<file path="src/rtl/core/swept_decaying_tone_generator_macros.svh">
// ---------------------------------------------------------------------------
// Swept decaying tone generator: assertion macros
// Shared property forms for the tone generator checks.
// ---------------------------------------------------------------------------
`ifndef SWEPT_DECAYING_TONE_GENERATOR_MACROS_SVH
`define SWEPT_DECAYING_TONE_GENERATOR_MACROS_SVH

// Same-cycle implication, checked outside reset.
`define SDTG_ASSERT_IMP(label, clk, rst, ante, cons, msg) \
  label: assert property (@(posedge clk) disable iff (rst) (ante) |-> (cons)) \
    else $error(msg);

// Next-cycle implication, checked outside reset.
`define SDTG_ASSERT_NEXT(label, clk, rst, ante, cons, msg) \
  label: assert property (@(posedge clk) disable iff (rst) (ante) |=> (cons)) \
    else $error(msg);

`endif

</file>
<file path="src/rtl/core/sdtg_pkg.sv">
// ---------------------------------------------------------------------------
// sdtg_pkg
// Types, register codes and the quarter-wave sine table of the tone generator.
// ---------------------------------------------------------------------------
package sdtg_pkg;

  localparam int SINE_TABLE_DEPTH = 1024;
  localparam int PHASE_WIDTH      = 32;

  localparam int TAB_BITS = $clog2(SINE_TABLE_DEPTH);
  localparam int QBITS    = TAB_BITS - 2;
  localparam int QDEPTH   = 1 << QBITS;
  localparam int QSTEP    = 65536 >> QBITS;

  // polynomial coefficients, Q30 odd series for sin(x*pi/2)
  localparam logic [63:0] CF1 = 64'd1686629713;
  localparam logic [63:0] CF3 = 64'd693598668;
  localparam logic [63:0] CF5 = 64'd85569306;
  localparam logic [63:0] CF7 = 64'd5026995;
  localparam logic [63:0] CF9 = 64'd172272;

  typedef enum logic [2:0] {
    REG_PHASE_STEP_START = 3'd0,
    REG_PHASE_STEP_DELTA = 3'd1,
    REG_ENVELOPE_START   = 3'd2,
    REG_ENVELOPE_STEP    = 3'd3,
    REG_SAMPLE_COUNT     = 3'd4,
    REG_CLICK_COUNT      = 3'd5,
    REG_CLICK_SWING      = 3'd6
  } reg_index_t;

  typedef struct packed {
    logic [31:0] phase_step_start;
    logic [31:0] phase_step_delta;
    logic [22:0] envelope_start;
    logic [22:0] envelope_step;
    logic [15:0] sample_count;
    logic [7:0]  click_count;
    logic [6:0]  click_swing;
  } cfg_t;

  // request leaving the sequencer
  typedef struct packed {
    logic                silent;
    logic                click;
    logic [7:0]          click_level;
    logic                fin;
    logic [TAB_BITS-1:0] k;
    logic [22:0]         amp;
  } tone_req_t;

  // request after the table lookup
  typedef struct packed {
    logic               silent;
    logic               click;
    logic [7:0]         click_level;
    logic               fin;
    logic signed [15:0] sine;
    logic [22:0]        amp;
  } mix_req_t;

  typedef logic [QDEPTH-1:0][14:0] qtab_t;

  // sin(x*pi/2), x in Q16 (0..65536), result Q15
  function automatic logic [14:0] quarter_sine(input logic [16:0] x);
    logic [63:0] xw;
    logic [63:0] x2;
    logic [63:0] p;
    logic [63:0] v;
    xw = {47'd0, x};
    x2 = (xw * xw) >> 16;
    p  = CF9;
    p  = CF7 - ((p * x2) >> 16);
    p  = CF5 - ((p * x2) >> 16);
    p  = CF3 - ((p * x2) >> 16);
    p  = CF1 - ((p * x2) >> 16);
    v  = (p * xw) >> 16;
    v  = (v + 64'd16384) >> 15;
    if (v > 64'd32767) v = 64'd32767;
    return v[14:0];
  endfunction

  function automatic qtab_t build_qtab();
    qtab_t t;
    for (int m = 0; m < QDEPTH; m++) begin
      t[m] = quarter_sine(17'(m * QSTEP));
    end
    return t;
  endfunction

  localparam qtab_t      QTAB      = build_qtab();
  localparam logic [14:0] QTAB_TOP = quarter_sine(17'd65536);

  // full-cycle sine from a table index via quarter-wave symmetry
  function automatic logic signed [15:0] sine_lookup(input logic [TAB_BITS-1:0] k);
    logic [1:0]       quad;
    logic [QBITS-1:0] j;
    logic [14:0]      mag;
    quad = k[TAB_BITS-1 -: 2];
    j    = k[QBITS-1:0];
    if (quad[0]) begin
      if (j == '0) mag = QTAB_TOP;
      else mag = QTAB[QBITS'(~j + 1'b1)];
    end else begin
      mag = QTAB[j];
    end
    return quad[1] ? -$signed({1'b0, mag}) : $signed({1'b0, mag});
  endfunction

endpackage

</file>
<file path="src/rtl/core/sdtg_regs.sv">
// ---------------------------------------------------------------------------
// sdtg_regs
// Configuration register file of the tone generator.
// ---------------------------------------------------------------------------
module sdtg_regs
  import sdtg_pkg::*;
(
  input  logic        clk,
  input  logic        rst,
  input  logic        cfg_write,
  input  logic [2:0]  cfg_index,
  input  logic [31:0] cfg_data,
  output cfg_t        cfg
);

  always_ff @(posedge clk) begin
    if (rst) begin
      cfg.phase_step_start <= '0;
      cfg.phase_step_delta <= '0;
      cfg.envelope_start   <= 23'd6553600;
      cfg.envelope_step    <= '0;
      cfg.sample_count     <= '0;
      cfg.click_count      <= '0;
      cfg.click_swing      <= 7'd100;
    end else if (cfg_write) begin
      unique case (reg_index_t'(cfg_index))
        REG_PHASE_STEP_START: cfg.phase_step_start <= cfg_data;
        REG_PHASE_STEP_DELTA: cfg.phase_step_delta <= cfg_data;
        REG_ENVELOPE_START:   cfg.envelope_start   <= cfg_data[22:0];
        REG_ENVELOPE_STEP:    cfg.envelope_step    <= cfg_data[22:0];
        REG_SAMPLE_COUNT:     cfg.sample_count     <= cfg_data[15:0];
        REG_CLICK_COUNT:      cfg.click_count      <= cfg_data[7:0];
        REG_CLICK_SWING:      cfg.click_swing      <= cfg_data[6:0];
        default: ;
      endcase
    end
  end

endmodule

</file>
<file path="src/rtl/core/sdtg_seq.sv">
// ---------------------------------------------------------------------------
// sdtg_seq
// Sound sequencer: index, phase and envelope accumulators, first stage.
// ---------------------------------------------------------------------------
module sdtg_seq
  import sdtg_pkg::*;
(
  input  logic      clk,
  input  logic      rst,
  input  cfg_t      cfg,
  input  logic      in_valid,
  output logic      in_stall,
  input  logic      restart,
  input  logic      drain,
  output logic      req_valid,
  output tone_req_t req
);

  logic [15:0]            sample_index;
  logic [PHASE_WIDTH-1:0] phase_acc;
  logic [31:0]            phase_step;
  logic [22:0]            amplitude;
  logic                   playing;

  logic [15:0]            idx0;
  logic [PHASE_WIDTH-1:0] acc0;
  logic [31:0]            step0;
  logic [22:0]            amp0;
  logic                   play0;
  logic                   play1;
  logic                   fin;
  logic                   load;
  tone_req_t              req_next;

  assign in_stall = req_valid && !drain;
  assign load     = in_valid && !in_stall;

  always_comb begin
    idx0  = restart ? '0 : sample_index;
    acc0  = restart ? '0 : phase_acc;
    step0 = restart ? cfg.phase_step_start : phase_step;
    amp0  = restart ? cfg.envelope_start : amplitude;
    play0 = restart ? (cfg.sample_count != '0) : playing;
    play1 = play0 && (idx0 < cfg.sample_count);
    fin   = ({1'b0, idx0} + 17'd1) == {1'b0, cfg.sample_count};

    req_next.silent      = !play1;
    req_next.click       = idx0 < {8'd0, cfg.click_count};
    req_next.click_level = idx0[0] ? (8'd128 - {1'b0, cfg.click_swing})
                                   : (8'd128 + {1'b0, cfg.click_swing});
    req_next.fin         = play1 && fin;
    req_next.k           = acc0[PHASE_WIDTH-1 -: TAB_BITS];
    req_next.amp         = amp0;
  end

  always_ff @(posedge clk) begin
    if (rst) begin
      sample_index <= '0;
      phase_acc    <= '0;
      phase_step   <= '0;
      amplitude    <= '0;
      playing      <= 1'b0;
    end else if (load) begin
      if (play1) begin
        sample_index <= idx0 + 16'd1;
        phase_acc    <= acc0 + step0[PHASE_WIDTH-1:0];
        phase_step   <= step0 + cfg.phase_step_delta;
        amplitude    <= (amp0 > cfg.envelope_step) ? amp0 - cfg.envelope_step : '0;
        playing      <= !fin;
      end else begin
        sample_index <= idx0;
        phase_acc    <= acc0;
        phase_step   <= step0;
        amplitude    <= amp0;
        playing      <= 1'b0;
      end
    end
  end

  always_ff @(posedge clk) begin
    if (rst) req_valid <= 1'b0;
    else if (load) req_valid <= 1'b1;
    else if (drain) req_valid <= 1'b0;
  end

  always_ff @(posedge clk) begin
    if (load) req <= req_next;
  end

endmodule

</file>
<file path="src/rtl/core/sdtg_sine.sv">
// ---------------------------------------------------------------------------
// sdtg_sine
// Sine table stage: quarter-wave lookup of the phase index.
// ---------------------------------------------------------------------------
module sdtg_sine
  import sdtg_pkg::*;
(
  input  logic      clk,
  input  logic      rst,
  input  logic      req_valid,
  input  tone_req_t req,
  output logic      drain,
  input  logic      mix_take,
  output logic      mix_valid,
  output mix_req_t  mix
);

  mix_req_t mix_next;

  assign drain = !mix_valid || mix_take;

  always_comb begin
    mix_next.silent      = req.silent;
    mix_next.click       = req.click;
    mix_next.click_level = req.click_level;
    mix_next.fin         = req.fin;
    mix_next.sine        = sine_lookup(req.k);
    mix_next.amp         = req.amp;
  end

  always_ff @(posedge clk) begin
    if (rst) mix_valid <= 1'b0;
    else if (drain) mix_valid <= req_valid;
  end

  always_ff @(posedge clk) begin
    if (drain && req_valid) mix <= mix_next;
  end

endmodule

</file>
<file path="src/rtl/core/sdtg_mix.sv">
// ---------------------------------------------------------------------------
// sdtg_mix
// Envelope multiply, bias and clamp, silence/click select, into the output register.
// ---------------------------------------------------------------------------
module sdtg_mix
  import sdtg_pkg::*;
(
  input  logic       clk,
  input  logic       rst,
  input  logic       mix_valid,
  input  mix_req_t   mix,
  output logic       mix_take,
  output logic       out_valid,
  input  logic       out_stall,
  output logic [7:0] sample,
  output logic       final_sample,
  output logic       active
);

  localparam logic signed [40:0] TONE_BIAS = 41'sd274877906944; // 128 in Q31

  logic signed [39:0] prod;
  logic signed [40:0] total;
  logic [7:0]         tone;
  logic [7:0]         sample_next;

  assign mix_take = !out_valid || !out_stall;

  always_comb begin
    prod  = mix.sine * $signed({1'b0, mix.amp});
    total = 41'(prod) + TONE_BIAS;
    if (total[40]) tone = 8'd0;
    else if (total[39]) tone = 8'd255;
    else tone = total[38:31];

    if (mix.silent) sample_next = 8'd128;
    else if (mix.click) sample_next = mix.click_level;
    else sample_next = tone;
  end

  always_ff @(posedge clk) begin
    if (rst) out_valid <= 1'b0;
    else if (mix_take) out_valid <= mix_valid;
  end

  always_ff @(posedge clk) begin
    if (mix_take && mix_valid) begin
      sample       <= sample_next;
      final_sample <= mix.fin;
      active       <= !mix.silent;
    end
  end

endmodule

</file>
<file path="src/rtl/core/swept_decaying_tone_generator.sv">
// ---------------------------------------------------------------------------
// swept_decaying_tone_generator
// Chirp tone with linear decay envelope and leading clicks, one PCM sample
// per request.
// ---------------------------------------------------------------------------
// Usage:
//   Input channel (in_valid / in_stall / restart): each request produces one
//   8-bit sample; restart=1 starts the sound at sample zero, restart=0 moves
//   on by one sample. Output channel (out_valid / out_stall): sample,
//   final_sample on the last sample of the sound, active while it plays.
//   Idle or finished requests give 128 with active low.
//   Path to out_valid: request register, sine table register, then
//   multiply/clamp into the output register.
//   Throughput: one request per cycle while in_stall is low; the
//   phase/envelope accumulators close their loop in the request stage.
//   Stall: out_stall holds the output register; the three stages fill, and
//   in_stall rises only once all of them hold a request.
//   Reset (rst, synchronous): registers take their defaults (envelope_start
//   100.0, click_swing 100), the sound is idle, the pipeline is empty.
//   Config (cfg_write / cfg_index / cfg_data): write only while no request is
//   in flight; start values act at the next restart, the rest at once.
// ---------------------------------------------------------------------------
`include "swept_decaying_tone_generator_macros.svh"

module swept_decaying_tone_generator
  import sdtg_pkg::*;
(
  input  logic        clk,
  input  logic        rst,
  input  logic        cfg_write,
  input  logic [2:0]  cfg_index,
  input  logic [31:0] cfg_data,
  input  logic        in_valid,
  output logic        in_stall,
  input  logic        restart,
  output logic        out_valid,
  input  logic        out_stall,
  output logic [7:0]  sample,
  output logic        final_sample,
  output logic        active
);

  cfg_t      cfg;
  logic      req_valid;
  tone_req_t req;
  logic      drain;
  logic      mix_valid;
  mix_req_t  mix;
  logic      mix_take;

  // configuration registers
  sdtg_regs u_regs (
    .clk       (clk),
    .rst       (rst),
    .cfg_write (cfg_write),
    .cfg_index (cfg_index),
    .cfg_data  (cfg_data),
    .cfg       (cfg)
  );

  // stage 1: accumulators advance on each accepted request while the sound plays
  sdtg_seq u_seq (
    .clk       (clk),
    .rst       (rst),
    .cfg       (cfg),
    .in_valid  (in_valid),
    .in_stall  (in_stall),
    .restart   (restart),
    .drain     (drain),
    .req_valid (req_valid),
    .req       (req)
  );

  // stage 2: sine table
  sdtg_sine u_sine (
    .clk       (clk),
    .rst       (rst),
    .req_valid (req_valid),
    .req       (req),
    .drain     (drain),
    .mix_take  (mix_take),
    .mix_valid (mix_valid),
    .mix       (mix)
  );

  // stage 3: envelope multiply, clamp, output register
  sdtg_mix u_mix (
    .clk          (clk),
    .rst          (rst),
    .mix_valid    (mix_valid),
    .mix          (mix),
    .mix_take     (mix_take),
    .out_valid    (out_valid),
    .out_stall    (out_stall),
    .sample       (sample),
    .final_sample (final_sample),
    .active       (active)
  );

  // input backpressure only once every stage holds a request
  `SDTG_ASSERT_IMP(a_stall_full, clk, rst, in_stall, req_valid && mix_valid && out_valid && out_stall, "input stalled with a free stage")

  // silence carries the center value and never ends a sound
  `SDTG_ASSERT_IMP(a_silence, clk, rst, out_valid && !active, sample == 8'd128 && !final_sample, "inactive result not silent")

  // an accepted request with no stall anywhere reaches the sine stage
  `SDTG_ASSERT_NEXT(a_flow, clk, rst, in_valid && !in_stall, req_valid, "accepted request lost")

endmodule
</file>
<file path="config.mk">
export PLATFORM = sky130hd
export DESIGN_NAME = swept_decaying_tone_generator
export DESIGN_NICKNAME = d
export VERILOG_FILES = /design/src/rtl/core/sdtg_pkg.sv /design/src/rtl/core/sdtg_regs.sv /design/src/rtl/core/sdtg_seq.sv /design/src/rtl/core/sdtg_sine.sv /design/src/rtl/core/sdtg_mix.sv /design/src/rtl/core/swept_decaying_tone_generator.sv
export VERILOG_INCLUDE_DIRS = /design/src /design/src/rtl/core
export SDC_FILE = /design/constraint.sdc
export NUM_CORES = 2
export LEC_CHECK = 0
export BUFFER_PORTS_ARGS = -buffer_cell sky130_fd_sc_hd__buf_2
export CORE_ASPECT_RATIO = 2
export CORE_MARGIN = 10
export CORE_UTILIZATION = 45
export DETAILED_ROUTE_END_ITERATION = 7
export GPL_TIMING_DRIVEN = 1
export PLACE_DENSITY = 0.63
export RECOVER_POWER = 100
export REMOVE_ABC_BUFFERS = 1
export SLEW_MARGIN = 10
export SYNTH_ARGS = -nofsm -noshare
export SYNTH_HDL_FRONTEND = slang
export SYNTH_SLANG_ARGS = --single-unit
</file>
<file path="constraint.sdc">
create_clock -name clk -period 6.4 [get_ports clk]
set_input_delay 0.96 -clock clk [delete_from_list [all_inputs] [get_ports clk]]
set_output_delay 0.96 -clock clk [all_outputs]
set_load 0.03 [all_outputs]
</file>
==> out/qor.yml <==
cp-end-kind: "flip-flop"
area_growth_syn_to_layout_pct: 12.8
cts-root-to-sink-buffers: 3
grt_first_pass_wirelength_um: 244000
effective_utilization_at_floorplan_pct: 45.4
async_flop_share_pct: 0
fillCellCount: 8680
timing.slew.headroom_pct: -259
htreeDepth: 2
antenna_found_initial: 1
cp_delay_by_family_top: "adder cells"
drive_gt1_share_pct: 12.0
clk_latency_worst_skew_pair_ns: 0.57
postLayoutCellArea_sq_um: 45100
static-leakage-power_nw: 18.9
grt_max_degree: 108
synth_warnings: 0
cap_violations: 4
cts_root_buffer: "clkbuf_16"
routed-via-count: 39401
result_of_the_run: "finished, violations left"
die_width_um: 231
worst-path-max-fanout: 13
grt_usage_pct: 31.3
final_hold_viol_count: 0
period_minus_slack_ns: 6.42
critPathSlowestCell: "fa_2"
holdCritPathClass: "reg -> reg"
detailed_place.area_sq_um: 42800
critical_path_arrival_ns: 6.73
multi_input_comb_area_sq_um: 28900
fmax_ghz: 0.156
yosys_most_used_dff: "dfxtp_1"
hpwl_um: 122000
tritoncts: "done"
max_stage_delay_ns: 0.64
grt_overflow: 0
drt_first_pass_iters: 7
crit_path_frequent_cell: "fa_1"
ir_drop_uv: 707
worstPathBufferInverterCount: 5
worstMarginPinSlew_ns: 5.39
numCtsBuffers: 37
area.sequential_sq_um: 8390
numClockSinks: 367
drt_drc_violations_left: 0
cp.required_ns: 6.70
viasPerCell: 6.16
wl_um: 163000
fin_skew_ns: 0.0214
cts.reportedPaths.clkPinSlew_ns: 0.07
die_height_um: 441
postRouteAntennaNets: 0
crit_path_start_kind: "flip-flop"
worst_slack_ns: -0.0236
grt_setup_unrepaired: "yes"
dpl_worst_slack_ns: -0.979
synth-seq-area-share_pct: 21.0
flop_and_latch_count_out_of_synthesis: 367
timing.hold.ws_ns: 0.416
setup_viol_count_final: 2
post_drt_wl_per_cell_um: 25.5
coreArea_sq_um: 88100
crit_type: "reg -> reg"
design.final.nets: 5825
synth_enable_flop_cells: 104
io_pins: 53
critical_path.cell_chain: "buf_4 -> buf_4 -> nand2_1 -> fa_1 -> fa_2 -> fa_1 -> fa_1 -> inv_2 -> fa_1 -> fa_2 -> ha_4 -> a2111o_1 -> a21oi_4 -> buf_12 -> buf_6 -> o21bai_4 -> a21oi_4 -> o21ai_2 -> a311oi_2 -> o21ai_1 -> xor2_1 -> o21ai_1 -> a21oi_1"
netlist_area_sq_um: 40000
post_synth.cell_area_avg_sq_um: 7.80
die_footprint_sq_um: 102000
globalplace.congestion: 1.03
number_of_global_route_vias_before_repair: 40192
synthDistinctLibCells: 99
final_min_period_over_clock_period_pct: 100
portbufs: 52
row_count: 154
violations: "capacitance limit, slew limit, setup timing"
synthCells: 5122
report.final.slew_viol_count: 231
power_density_nw_per_um2: 373
initialDrtViolationCount: 3419
## repair_timing
item,CTS,global route
setup buffers,25,18
gates cloned,2,1
resized for setup,89,83
pin swaps,66,75
endpoints found under the hold margin,0,0
setup endpoints to repair,8,8
hold buffers,0,0
## sequential cells by signal (all words and copies together), names as in the netlist, named ones only
signal / cells
u_mix.active: 1
u_sine.mix_valid: 1
u_seq.req_valid: 1
u_seq.amplitude: 23
u_regs.cfg: 141
u_mix.sample: 8
u_seq.playing: 1
u_mix.final_sample: 1
u_sine.mix: 50
u_seq.sample_index: 16
u_seq.phase_acc: 32
u_mix.out_valid: 1
u_seq.req: 44
u_seq.phase_step: 32
## cell usage after synthesis, types with 10 or more instances
library cell / instances / share of area, %
o211ai_1: 60 / 1.1
mux2i_1: 20 / 0.50
a32oi_1: 11 / 0.24
dfxtp_1: 263 / 13
nor4_1: 18 / 0.28
nand4_1: 22 / 0.34
a211oi_1: 70 / 1.3
fa_1: 296 / 15
or2_2: 14 / 0.22
o221ai_1: 29 / 0.64
a221oi_1: 28 / 0.61
a21oi_1: 439 / 5.5
buf_1: 40 / 0.38
clkbuf_1: 253 / 2.4
o31ai_1: 19 / 0.36
o2111ai_1: 10 / 0.22
nand3_1: 95 / 1.2
a2111oi_0: 14 / 0.31
or3_1: 13 / 0.20
inv_1: 476 / 4.5
a211o_1: 18 / 0.39
nor2b_1: 80 / 1.3
a311oi_1: 46 / 1.0
o22ai_1: 32 / 0.50
and3_1: 22 / 0.34
xnor2_1: 80 / 1.8
o21a_1: 19 / 0.36
and2_1: 165 / 2.6
nor3_1: 93 / 1.2
o21bai_1: 15 / 0.28
nand2b_1: 52 / 0.81
nand2_1: 788 / 7.4
nor2_1: 368 / 3.5
a21o_1: 61 / 1.1
xor2_1: 40 / 0.88
o311ai_0: 14 / 0.31
ha_1: 292 / 9.1
buf_4: 10 / 0.19
buf_2: 38 / 0.48
edfxtp_1: 104 / 7.8
mux2_2: 52 / 1.5
a31oi_1: 58 / 0.91
a22oi_1: 45 / 0.85
o21ai_0: 285 / 3.6
## placed cells by master, fill, tap and decap left out, types with 21 or more instances in the layout
master     synthesis  final
and2_1           165    151
a221oi_1          28     27
and3_1            22     21
clkbuf_16          0     37
mux2_2            52     34
a31oi_1           58     57
inv_2              2     27
a211oi_1          70     70
o22ai_1           32     32
nand2b_1          52     52
clkbuf_1         253     31
nor2_1           368    363
dfxtp_1          263    263
nor2b_1           80     80
buf_2             38     37
buf_4             10    259
fa_1             296    273
a21o_1            61     58
edfxtp_1         104    104
buf_12             0     30
ha_1             292    272
nand2_1          788    783
inv_1            476    450
xnor2_1           80     79
xor2_1            40     40
a22oi_1           45     45
nand3_1           95     94
o221ai_1          29     29
o211ai_1          60     60
a21oi_1          439    426
o21ai_0          285    270
nor3_1            93     90
nand4_1           22     22
a311oi_1          46     45
fa_2               0     23
## worst register-to-register path: stages, from the launching register on
cell and delay (ns):
edfxtp_1 0.32, buf_4 0.19, buf_4 0.25, nand2_1 0.10, fa_1 0.47, fa_2 0.64, fa_1 0.46, fa_1 0.52
inv_2 0.04, fa_1 0.53, fa_2 0.49, ha_4 0.20, a2111o_1 0.39, a21oi_4 0.15, buf_12 0.14, buf_6 0.10
o21bai_4 0.06, a21oi_4 0.18, o21ai_2 0.10, a311oi_2 0.26, o21ai_1 0.13, xor2_1 0.21, o21ai_1 0.16, a21oi_1 0.08
## routing by layer
layer,global-route usage [%],vias up,routed length (um)
li1,-,17794,-
met1,31.7,19145,54600
met2,57.6,1773,84300
met3,3.53,689,9220
met4,24.3,0,14800
met5,0,-,0
## layout make-up
cell class / instances / share of cell area, %
clock buffer: 43 / 2.15
inverter: 482 / 4.02
sequential: 367 / 18.6
clock inverter: 25 / 0.744
timing repair buffer: 380 / 7.00
tap: 1170 / 3.25
antenna: 1 / 0.00555
multi-input combinational: 3928 / 64.2
## worst paths after layout
kind                                      from         endpoint  slack [ns]  cells after the start
worst max-delay path            u_sine.mix[26]  u_mix.sample[0]       -0.02                     23
worst min-delay path             u_seq.req[39]   u_sine.mix[45]        0.42                      0
worst max register to register  u_sine.mix[26]  u_mix.sample[0]       -0.02                     23
worst min register to register   u_seq.req[39]   u_sine.mix[45]        0.42                      0
## report_power, final
group	switching (mW)	leakage, nW	internal, mW
Sequential	0.0610	3.14	2.50
Combinational	6.44	15.1	5.44
Clock	1.03	0.623	1.36
## logic make-up (layout without fill, tap and decap cells)
group | after synthesis | count (layout) | synth area share [%]
muxes | 73 | 73 | 2.02
AOI/OAI and AO/OA | 1372 | 1372 | 22.0
xor gates and xnor gates | 122 | 122 | 2.74
DFF | 367 | 367 | 21.0
and+or+nand+nor | 1773 | 1773 | 20.2
other | 0 | 1 | 0
adders and majority gates | 588 | 588 | 24.0
buffers and inverters | 827 | 930 | 8.06
## through the flow
stage / total power, mW / setup TNS, ns / std cells / utilization [%]
floorplan: 8.13 / -255.56 / 4777 / -
global placement: 12.3 / -6.15 / 6286 / 48.7
detailed placement: 12.3 / -6.17 / 6286 / 48.7
CTS: 15.9 / -0.120 / 6379 / 50.8
global route: 18.0 / -4.15 / 6395 / 51.2
finish: 16.8 / -0.0245 / 6396 / 51.2
No activity file was read; power rests on OpenSTA's default activity.
